File: src/design/recursive_lock_with_wait_queue_core_defines.svh
// ----------------------------------------------------------------------------
// Assertion macros for the recursive lock core
// Concurrent assertion wrappers that compile away in synthesis.
// ----------------------------------------------------------------------------
`ifndef RECURSIVE_LOCK_WITH_WAIT_QUEUE_CORE_DEFINES_SVH
`define RECURSIVE_LOCK_WITH_WAIT_QUEUE_CORE_DEFINES_SVH

`ifndef SYNTHESIS
// Same-cycle implication.
`define LWQ_ASSERT_IMPLY(label, clk, rst, ante, cons) \
   label: assert property (@(posedge clk) disable iff (rst) (ante) |-> (cons)) \
      else $error("lock core assertion failed");
// Next-cycle implication.
`define LWQ_ASSERT_NEXT(label, clk, rst, ante, cons) \
   label: assert property (@(posedge clk) disable iff (rst) (ante) |=> (cons)) \
      else $error("lock core assertion failed");
`else
`define LWQ_ASSERT_IMPLY(label, clk, rst, ante, cons)
`define LWQ_ASSERT_NEXT(label, clk, rst, ante, cons)
`endif

`endif

File: src/design/lwq_pkg.sv
// ----------------------------------------------------------------------------
// Recursive lock package
// Status codes, request codes and fixed field widths.
// ----------------------------------------------------------------------------
package lwq_pkg;

   localparam int ID_W   = 4;
   localparam int NEST_W = 8;

   localparam logic [NEST_W-1:0] NEST_MAX = 8'hFF;

   localparam logic FUNC_ACQUIRE = 1'b0;
   localparam logic FUNC_RELEASE = 1'b1;

   typedef enum logic [2:0] {
      ST_GRANTED  = 3'd0,
      ST_NESTED   = 3'd1,
      ST_QUEUED   = 3'd2,
      ST_UNNESTED = 3'd3,
      ST_FREED    = 3'd4,
      ST_NOTHOLD  = 3'd5,
      ST_WAITING  = 3'd6,
      ST_OVERFLOW = 3'd7
   } status_type;

endpackage

File: src/design/lwq_ram.sv
// ----------------------------------------------------------------------------
// Generic simple dual-port RAM
// One write port and one read port with registered read data.
// ----------------------------------------------------------------------------
module lwq_ram #(
   parameter int WIDTH = 4,
   parameter int DEPTH = 16
) (
   input  logic                     clock,
   input  logic                     wr_en,
   input  logic [$clog2(DEPTH)-1:0] wr_addr,
   input  logic [WIDTH-1:0]         wr_data,
   input  logic [$clog2(DEPTH)-1:0] rd_addr,
   output logic [WIDTH-1:0]         rd_data
);

   logic [WIDTH-1:0] mem [DEPTH];
   logic [WIDTH-1:0] rd_data_ff;

   always_ff @(posedge clock) begin
      if (wr_en) begin
         mem[wr_addr] <= wr_data;
      end
      rd_data_ff <= mem[rd_addr];
   end

   assign rd_data = rd_data_ff;

endmodule

File: src/design/recursive_lock_with_wait_queue_core.sv
// ----------------------------------------------------------------------------
// Recursive lock with FIFO wait queue
// Recursive mutex with a nesting count and a first-in first-out queue of
// waiting thread ids held in a small RAM.
// ----------------------------------------------------------------------------
//
//   Channel   Direction   Handshake            Payload
//   req_      in          req_valid/req_stall  func, thread_id
//   rsp_      out         rsp_valid/rsp_stall  status, wake_valid, wake_id
//
// Each request beat is taken in S_IDLE, while the queue RAM reads the entry
// at the head pointer, and is resolved in S_EXEC, where the tail entry is
// written back. The registered RAM read is why these are separate steps.
// A result waiting in the output register does not block the next request
// beat; only the resolve step waits until that register is free.
// Reset is synchronous and clears the lock, the pointers and the waiting
// marks; the queue RAM itself is not cleared, as an entry is only read after
// it has been written.

`include "recursive_lock_with_wait_queue_core_defines.svh"

module recursive_lock_with_wait_queue_core #(
   parameter int THREADS = 16
) (
   input  logic                  clock,
   input  logic                  reset,
   input  logic                  req_valid,
   output logic                  req_stall,
   input  logic                  req_func,
   input  logic [3:0]            req_thread_id,
   output logic                  rsp_valid,
   input  logic                  rsp_stall,
   output lwq_pkg::status_type   rsp_status,
   output logic                  rsp_wake_valid,
   output logic [3:0]            rsp_wake_id
);

   import lwq_pkg::*;

   localparam int PTR_W  = $clog2(THREADS);
   localparam int FILL_W = $clog2(THREADS + 1);
   localparam int MARKS  = 1 << ID_W;

   typedef enum logic [1:0] {
      S_IDLE = 2'b01,
      S_EXEC = 2'b10
   } state_type;

   // Sequencer and latched request.
   state_type          state_ff, state_in;
   logic               func_ff;
   logic [ID_W-1:0]    tid_ff;

   // Lock state.
   logic               held_ff, held_in;
   logic [ID_W-1:0]    holder_ff, holder_in;
   logic [NEST_W-1:0]  nest_ff, nest_in;

   // Queue pointers and the per-thread waiting marks.
   logic [PTR_W-1:0]   head_ff, head_in;
   logic [PTR_W-1:0]   tail_ff, tail_in;
   logic [FILL_W-1:0]  fill_ff, fill_in;
   logic [MARKS-1:0]   mark_ff, mark_in;

   // Output register.
   logic               rsp_valid_ff;
   status_type         status_ff, status_in;
   logic               wake_valid_ff, wake_valid_in;
   logic [ID_W-1:0]    wake_id_ff, wake_id_in;

   logic               req_take;
   logic               exec_go;
   logic               q_wr;
   logic [ID_W-1:0]    q_rd_data;
   logic               tid_beyond;
   logic               q_full;

   assign req_stall = (state_ff != S_IDLE);
   assign req_take  = req_valid && !req_stall;

   // The resolve step may only run when the output register can take its
   // result this cycle.
   assign exec_go = (state_ff == S_EXEC) && (!rsp_valid_ff || !rsp_stall);

   // The read port always looks at the head, so the oldest waiter's id is
   // ready in the cycle after the request beat is taken.
   lwq_ram #(
      .WIDTH (ID_W),
      .DEPTH (THREADS)
   ) u_queue (
      .clock   (clock),
      .wr_en   (q_wr),
      .wr_addr (tail_ff),
      .wr_data (tid_ff),
      .rd_addr (head_ff),
      .rd_data (q_rd_data)
   );

   function automatic logic [PTR_W-1:0] next_slot(input logic [PTR_W-1:0] p);
      logic [PTR_W-1:0] r;
      if (p == PTR_W'(THREADS - 1)) begin
         r = '0;
      end else begin
         r = p + PTR_W'(1);
      end
      return r;
   endfunction

   assign tid_beyond = ({{(32 - ID_W){1'b0}}, tid_ff} >= 32'(THREADS));
   assign q_full     = (fill_ff >= FILL_W'(THREADS));

   always_comb begin
      state_in      = state_ff;
      held_in       = held_ff;
      holder_in     = holder_ff;
      nest_in       = nest_ff;
      head_in       = head_ff;
      tail_in       = tail_ff;
      fill_in       = fill_ff;
      mark_in       = mark_ff;
      status_in     = status_ff;
      wake_valid_in = 1'b0;
      wake_id_in    = '0;
      q_wr          = 1'b0;

      case (state_ff)
         S_IDLE: begin
            if (req_take) begin
               state_in = S_EXEC;
            end
         end
         S_EXEC: begin
            if (exec_go) begin
               state_in = S_IDLE;
               if (func_ff == FUNC_ACQUIRE) begin
                  if (held_ff && (holder_ff == tid_ff)) begin
                     // Re-entry by the holder: count up, saturating.
                     if (nest_ff == NEST_MAX) begin
                        status_in = ST_OVERFLOW;
                     end else begin
                        nest_in   = nest_ff + NEST_W'(1);
                        status_in = ST_NESTED;
                     end
                  end else if (!held_ff) begin
                     // A free lock is granted, even to a thread that still
                     // has an entry in the queue.
                     held_in   = 1'b1;
                     holder_in = tid_ff;
                     nest_in   = NEST_W'(1);
                     status_in = ST_GRANTED;
                  end else if (tid_beyond || mark_ff[tid_ff] || q_full) begin
                     status_in = ST_WAITING;
                  end else begin
                     q_wr            = 1'b1;
                     tail_in         = next_slot(tail_ff);
                     fill_in         = fill_ff + FILL_W'(1);
                     mark_in[tid_ff] = 1'b1;
                     status_in       = ST_QUEUED;
                  end
               end else begin
                  if (!held_ff || (holder_ff != tid_ff)) begin
                     status_in = ST_NOTHOLD;
                  end else if (nest_ff > NEST_W'(1)) begin
                     nest_in   = nest_ff - NEST_W'(1);
                     status_in = ST_UNNESTED;
                  end else begin
                     // Final release frees the lock and wakes the oldest
                     // waiter, which has to ask again.
                     held_in   = 1'b0;
                     holder_in = '0;
                     nest_in   = '0;
                     status_in = ST_FREED;
                     if (fill_ff != '0) begin
                        head_in            = next_slot(head_ff);
                        fill_in            = fill_ff - FILL_W'(1);
                        mark_in[q_rd_data] = 1'b0;
                        wake_valid_in      = 1'b1;
                        wake_id_in         = q_rd_data;
                     end
                  end
               end
            end
         end
         default: begin
            state_in = S_IDLE;
         end
      endcase
   end

   always_ff @(posedge clock) begin
      if (reset) begin
         state_ff     <= S_IDLE;
         held_ff      <= 1'b0;
         holder_ff    <= '0;
         nest_ff      <= '0;
         head_ff      <= '0;
         tail_ff      <= '0;
         fill_ff      <= '0;
         mark_ff      <= '0;
         rsp_valid_ff <= 1'b0;
      end else begin
         state_ff  <= state_in;
         held_ff   <= held_in;
         holder_ff <= holder_in;
         nest_ff   <= nest_in;
         head_ff   <= head_in;
         tail_ff   <= tail_in;
         fill_ff   <= fill_in;
         mark_ff   <= mark_in;
         if (exec_go) begin
            rsp_valid_ff <= 1'b1;
         end else if (!rsp_stall) begin
            rsp_valid_ff <= 1'b0;
         end
      end
   end

   // Request latch and result payload carry no reset.
   always_ff @(posedge clock) begin
      if (req_take) begin
         func_ff <= req_func;
         tid_ff  <= req_thread_id;
      end
      if (exec_go) begin
         status_ff     <= status_in;
         wake_valid_ff <= wake_valid_in;
         wake_id_ff    <= wake_id_in;
      end
   end

   assign rsp_valid      = rsp_valid_ff;
   assign rsp_status     = status_ff;
   assign rsp_wake_valid = wake_valid_ff;
   assign rsp_wake_id    = wake_id_ff;

   // A wake only ever comes with a final release.
   `LWQ_ASSERT_IMPLY(a_wake_freed, clock, reset, rsp_valid_ff && wake_valid_ff,
      status_ff == ST_FREED)
   // A free lock carries no nesting.
   `LWQ_ASSERT_IMPLY(a_free_no_nest, clock, reset, !held_ff, nest_ff == '0)
   // Every queued entry has exactly one waiting mark.
   `LWQ_ASSERT_IMPLY(a_marks_fill, clock, reset, 1'b1,
      $countones(mark_ff) == 32'(fill_ff))
   // The queue never holds more entries than it has slots.
   `LWQ_ASSERT_IMPLY(a_fill_bound, clock, reset, 1'b1, fill_ff <= FILL_W'(THREADS))
   // A taken request beat always moves to the resolve step.
   `LWQ_ASSERT_NEXT(a_take_exec, clock, reset, req_take, state_ff == S_EXEC)

endmodule

File: config.mk
export PLATFORM = sky130hd
export DESIGN_NAME = recursive_lock_with_wait_queue_core
export DESIGN_NICKNAME = d
export VERILOG_FILES = /design/src/design/lwq_pkg.sv /design/src/design/lwq_ram.sv /design/src/design/recursive_lock_with_wait_queue_core.sv
export VERILOG_INCLUDE_DIRS = /design/src /design/src/design
export SDC_FILE = /design/constraint.sdc
export NUM_CORES = 1
export LEC_CHECK = 0
export ABC_CLOCK_PERIOD_IN_PS = 2980
export BUFFER_PORTS_ARGS = -buffer_cell sky130_fd_sc_hd__buf_2
export CORE_MARGIN = 4
export CORE_UTILIZATION = 49
export CTS_CLUSTER_DIAMETER = 150
export DETAILED_ROUTE_END_ITERATION = 16
export PLACE_DENSITY_LB_ADDON = 0.2
export RECOVER_POWER = 50
export REMOVE_ABC_BUFFERS = 1
export SLEW_MARGIN = 15
export SYNTH_ARGS = -nofsm -noshare
export SYNTH_HDL_FRONTEND = slang
export SYNTH_HIERARCHICAL = 1
export SYNTH_SLANG_ARGS = --single-unit
File: constraint.sdc
create_clock -name clock -period 2.98 [get_ports clock]
set_input_delay 0.149 -clock clock [delete_from_list [all_inputs] [get_ports clock]]
set_output_delay 0.149 -clock clock [all_outputs]
set_load 0.1 [all_outputs]
==> flow_summary.json, run 1 <==
{
  "status": "finished clean",
  "cts_inserted_buffers": 17,
  "fmax_ghz": 0.3459,
  "hpwl_mm": 9.301,
  "dpl_cell_area_um2": 6211,
  "power_density_nw_per_um2": 603.6,
  "grt_first_pass_wirelength_mm": 22.31,
  "grt_overflow": 0,
  "cp_slowest_cell": "or3b_2",
  "min_path_type": "input pin to register",
  "routed_wl_mm": 13.78,
  "grt_max_degree": 25,
  "maxCapViolations": 0,
  "cts_tree": "done",
  "layout.nets": 563,
  "dieWidth_um": 117.5,
  "cts_root_buffer": "clkbuf_16",
  "diodes": 0,
  "grtUsageTotal_pct": 20.76,
  "coreArea_um2": 11560,
  "yosys_warnings": 6,
  "max_stage_delay_ns": 0.54,
  "cp_cell_sequence": "buf_4 > mux2_4 > a222oi_1 > o211ai_1 > nor3_4 > or3b_2 > nor3_2 > buf_4",
  "report.final.slew_viol_count": 0,
  "critPathCaptureType": "register",
  "drtIter0Drc": 318,
  "detail-route-antenna-nets": 0,
  "viasPerCell": 6.086,
  "cts_buffer_depth": 2,
  "portBuffers": 18,
  "drt_first_pass_iters": 5,
  "ys_ff_latch": 126,
  "ir_drop_mv": 0.3479,
  "crit_top_cell": "buf_4",
  "crit_fanout": 7,
  "finalHoldViolations": 0,
  "syn_area_um2": 5873,
  "crit_required_ns": 3.11,
  "layout_commonest_cell": "edfxtp_1",
  "highest_layer": "met4",
  "ios": 19,
  "period_needed_ns": 2.891,
  "utilization_pct": 59.92,
  "fin_skew_ns": 0.006273,
  "finalSetupViolCount": 0,
  "crit_type": "register to register",
  "synthArstFlopShare_pct": 0,
  "wl_met2_mm": 6.478,
  "cts.sinks": 126,
  "synth_edf_count": 77,
  "htree_levels": 4,
  "drive_gt1_share_pct": 15.86,
  "initial_core_util_pct": 50.78,
  "ys_types": 64,
  "p_leak_nw": 2.432,
  "fin_area_um2": 6929,
  "syn2layout_area_growth_pct": 17.98,
  "antenna_found_initial": 0,
  "synth_cells": 490,
  "most-common-layout-cells": "edfxtp_1 (77), dfxtp_1 (49), nor2_1 (43)",
  "dr_wl_met3_um": 940,
  "yosysSeqAreaShare_pct": 56.07,
  "maxSlewHeadroom_pct": 22.31,
  "routedWlPerCell_um": 19.74,
  "clk_pin_slew_ns": 0.06,
  "worst_slew_pin_slew_ns": 1.170,
  "avgSynthCellArea_um2": 11.99,
  "arrival_ns": 3.02,
  "clk_latency_ns": 0.42,
  "synth_flop_cell": "edfxtp_1",
  "cp-start-kind": "register",
  "rows": 39,
  "die_area_um2": 13800,
  "fin_crit_sh_pct": 97.01,
  "vias": 4248,
  "grt_pass1_vias": 4158,
  "dieHeight_um": 117.5,
  "gp_congestion": 0.9174,
  "drc_errors": 0,
  "met1_length_mm": 6.167
}
==> state kept, by name, summed over array words and instances (netlist names), 5 cells and up <==
signal,count
fill_ff,5
mark_ff,16
nest_ff,8
u_queue/mem,64
==> cell families after synthesis <==
kind of cell	count (synthesis)	synth area share, %
buffers and inverters	40	3.174
AO/OA/AOI/OAI	110	12.72
XOR/XNOR	9	1.342
multiplexers	27	9.459
flip-flops	126	56.07
adder cells (fa/ha/maj)	12	2.684
AND/OR/NAND/NOR	166	14.55
==> worst max-delay path, delay by kind of cell (launching register included) <==
family	cells	cell delay, ns
compound gates	2	0.68
buf+inv	2	0.36
flops	1	0.37
mux	1	0.31
simple gates	3	0.89
==> final timing paths <==
| kind | start | end | slack (ns) | cells past startpoint |
|---|---|---|---|---|
| hold / removal | rsp_stall | state_ff[1] | 0.06 | 3 |
| hold reg to reg | mark_ff[3] | mark_ff[3] | 0.46 | 2 |
| setup / recovery | tid_ff[1] | u_queue/mem[0][3] | 0.09 | 8 |
| setup reg to reg | tid_ff[1] | u_queue/mem[0][3] | 0.09 | 8 |
==> cell type report <==
cell class | count | area, µm²
well taps | 143 | 178.9
flip-flops and latches | 126 | 3293
inverters | 18 | 67.56
repair buffers | 55 | 347.8
fillers | 910 | 4636
clock buffers | 18 | 429.2
multi-input cells | 324 | 2421
clock inverters | 14 | 191.4
==> metrics by stage <==
step	hold slack [ns]	setup slack (ns)	TNS, ns	cells	power [mW]
after floorplan	0.2181	-0.3274	-6.692	468	1.990
after global placement	0.3307	0.09522	0	654	2.050
after detailed placement	0.3288	-0.07594	-0.6411	654	2.052
after CTS	0.03231	0.02333	0	694	4.214
after global routing	0.04745	-0.005183	-0.01566	698	4.320
final	0.05811	0.08914	0	698	4.182
==> per-layer routing <==
layer / vias up / global-route usage, %
met1: 2109 / 28.68
met3: 15 / 5.718
met2: 148 / 31.32
li1: 1976 / -
met4: 0 / 8.132
met5: - / 0
==> synthesized netlist by cell type, types with 3 or more instances <==
cell type	n	share of area, %
nand3b_1	6	0.77
mux4_1	14	6.3
a211oi_1	9	1.2
buf_2	4	0.34
or3_1	6	0.64
and2_1	5	0.53
dfxtp_1	49	17
a21o_1	4	0.51
nand4_1	3	0.32
a22oi_1	11	1.4
nand2b_1	13	1.4
nor2_1	45	2.9
o21ai_0	13	1.1
nand3_1	20	1.7
nor2b_1	4	0.43
o211ai_1	7	0.89
mux4_2	4	1.5
a21oi_1	30	2.6
ha_1	11	2.3
a31oi_1	6	0.64
clkbuf_1	13	0.83
mux2i_1	6	1.0
nand2_1	27	1.7
inv_1	18	1.2
nor3_1	16	1.4
o211a_1	4	0.68
a31o_2	4	0.60
o31ai_1	5	0.64
and3_1	8	0.85
edfxtp_1	77	39
xnor2_1	9	1.3
==> repair_timing <==
item / in CTS / in global routing
resized for setup: 0 / 8
pin swaps: 1 / 2
hold buffers: 5 / 0
setup endpoints to repair: 20 / 36
endpoints found under the hold margin: 5 / 0
buffers inserted: 3 / 4
==> power by group <==
part	leakage [nW]	internal (mW)	switching (mW)
clock	0.294	1.40	0.762
combinational	1.05	0.0453	0.109
sequential	1.09	1.86	0.00871
total	2.43	3.30	0.879
(Power assumes the default switching activity.)
==> inputs of run 2 (changes only) <==
--- a/config.mk
+++ b/config.mk
@@ -8,12 +8,13 @@
 export LEC_CHECK = 0
 export ABC_CLOCK_PERIOD_IN_PS = 2980
 export BUFFER_PORTS_ARGS = -buffer_cell sky130_fd_sc_hd__buf_2
+export CELL_PAD_IN_SITES_DETAIL_PLACEMENT = 1
+export CELL_PAD_IN_SITES_GLOBAL_PLACEMENT = 2
 export CORE_MARGIN = 4
-export CORE_UTILIZATION = 49
+export CORE_UTILIZATION = 39
 export CTS_CLUSTER_DIAMETER = 150
 export DETAILED_ROUTE_END_ITERATION = 16
 export PLACE_DENSITY_LB_ADDON = 0.2
-export RECOVER_POWER = 50
 export REMOVE_ABC_BUFFERS = 1
 export SLEW_MARGIN = 15
 export SYNTH_ARGS = -nofsm -noshare
==> flow_summary.json, run 2 (synthesis results as in run 1) <==
{
  "largestRegisters": "u_queue/mem: 64 flops, mark_ff: 16 flops, nest_ff: 8 flops",
  "crit_type": "register to register",
  "cp_slowest_cell": "mux4_2",
  "cts_root_buffer": "clkbuf_16",
  "drt_first_pass_iters": 4,
  "rows": 44,
  "gp_congestion": 0.8170,
  "min_path_type": "input pin to register",
  "most-common-layout-cells": "edfxtp_1 (77), dfxtp_1 (49), nor2_1 (36)",
  "cts_buffer_depth": 2,
  "period_needed_ns": 2.819,
  "cp-start-kind": "register",
  "routed_wl_mm": 15.33,
  "grtUsageTotal_pct": 19.10,
  "portBuffers": 18,
  "drtIter0Drc": 306,
  "finalSetupViolCount": 0,
  "dieWidth_um": 130.7,
  "die_area_um2": 17090,
  "viasPerCell": 5.628,
  "maxCapViolations": 0,
  "crit_buf_inv": 3,
  "design_power_total_mw": 4.091,
  "clk_latency_ns": 0.42,
  "maxSlewHeadroom_pct": 46.60,
  "arrival_ns": 2.95,
  "grt_first_pass_wirelength_mm": 24.56,
  "fmax_ghz": 0.3548,
  "cp_cell_sequence": "buf_12 > buf_4 > mux4_2 > mux2i_2 > o211ai_1 > nor3_4 > or3b_4 > nor3_2 > buf_4",
  "fin_area_um2": 7107,
  "diodes": 0,
  "grt_overflow": 0,
  "crit_fanout": 11,
  "syn2layout_area_growth_pct": 21.01,
  "clk_pin_slew_ns": 0.06,
  "antenna_found_initial": 0,
  "p_leak_nw": 2.515,
  "cpLargestDelayFamily": "simple AND/OR/NAND/NOR gates",
  "fin_crit_sh_pct": 94.59,
  "rsz0062_at_grt": "true",
  "crit_top_cell": "buf_4",
  "utilization_pct": 48.53,
  "cts.sinks": 126,
  "htree_levels": 4,
  "power_density_nw_per_um2": 575.6,
  "finalHoldViolations": 0,
  "critPathCaptureType": "register",
  "routedWlPerCell_um": 20.58,
  "cts_tree": "done",
  "hpwl_mm": 10.67,
  "vias": 4193,
  "crit_required_ns": 3.11,
  "max_stage_delay_ns": 0.49,
  "drive_gt1_share_pct": 21.21,
  "worst_slew_pin_slew_ns": 0.8000,
  "fin_skew_ns": 0.01557,
  "largest_register_ffs": 64,
  "detail-route-antenna-nets": 0,
  "dieHeight_um": 130.7,
  "grt_max_degree": 26,
  "drc_errors": 0,
  "coreArea_um2": 14640,
  "layout.nets": 569,
  "top_register": "u_queue/mem",
  "fin_setup_tns_ns": 0,
  "ios": 19,
  "grt_pass1_vias": 4376,
  "dpl_cell_area_um2": 6290,
  "cts_inserted_buffers": 17,
  "status": "finished clean",
  "ir_drop_mv": 0.4225,
  "layout_commonest_cell": "edfxtp_1",
  "initial_core_util_pct": 40.11,
  "report.final.slew_viol_count": 0
}
run 2: cell types whose count changed in the layout (fill, tap and decap cells not counted), moves of 2 or more:
| cell | delta |
|---|---|
| clkbuf_1 | -16 |
| buf_2 | +11 |
| buf_4 | +8 |
| nor2_1 | -7 |
| nor2_2 | +4 |
| clkinv_4 | +3 |
| nor2_4 | +3 |
| bufinv_16 | -2 |
| clkinvlp_4 | -2 |
| nor3_1 | -2 |
run 2: final cells by class:
cell class              instances  area [µm²]
flip-flops and latches        126        3293
clock inverters                14       158.9
inverters                      18       67.56
clock buffers                  18       429.2
repair buffers                 61       459.2
fillers                      1535        7537
multi-input cells             324        2469
well taps                     184       230.2
run 2: worst paths after layout:
| kind | from | to | slack [ns] | cells past startpoint |
|---|---|---|---|---|
| setup reg to reg | tid_ff[1] | u_queue/mem[0][3] | 0.16 | 9 |
| setup / recovery | tid_ff[1] | u_queue/mem[0][3] | 0.16 | 9 |
| hold reg to reg | mark_ff[7] | mark_ff[7] | 0.49 | 2 |
| hold / removal | rsp_stall | state_ff[1] | 0.06 | 3 |
run 2: where the power goes:
| group | leakage, nW | switching [mW] | internal [mW] | total (mW) |
|---|---|---|---|---|
| Clock | 0.287 | 0.806 | 1.25 | 2.05 |
| Combinational | 1.14 | 0.113 | 0.0583 | 0.171 |
| Sequential | 1.09 | 0.00877 | 1.86 | 1.87 |
| Total | 2.52 | 0.927 | 3.16 | 4.09 |
run 2: routing by layer:
| layer | up-vias | routed length (µm) | track usage, % |
|---|---|---|---|
| met4 | 0 | 55 | 4.719 |
| met5 | - | 0 | 0 |
| li1 | 2000 | - | - |
| met2 | 80 | 7209 | 29.84 |
| met1 | 2109 | 7342 | 26.85 |
| met3 | 4 | 722 | 4.837 |
run 2: metrics by stage:
| stage | setup WS, ns | std cells | hold WS [ns] |
|---|---|---|---|
| floorplan | -0.3274 | 468 | 0.2181 |
| global placement | 0.1021 | 697 | 0.3299 |
| detailed placement | 0.006157 | 697 | 0.3286 |
| CTS | 0.008159 | 734 | 0.02790 |
| global route | -0.05555 | 745 | 0.06386 |
| finish | 0.1611 | 745 | 0.05958 |
run 2: repair_timing:
action                                  CTS  global route
gates cloned                              0             1
pin swaps                                 0             3
setup buffers                             0            10
endpoints found under the setup margin    5            80
resized for setup                         2            19
hold endpoints to repair                  5             0
hold buffers                              5             0
run 2: worst reg2reg max path: cells and delay by family, from the launching register on:
kind | cells | cell delay, ns
compound gates | 1 | 0.18
mux | 2 | 0.71
flops | 1 | 0.42
buf+inv | 3 | 0.44
simple gates | 3 | 0.78
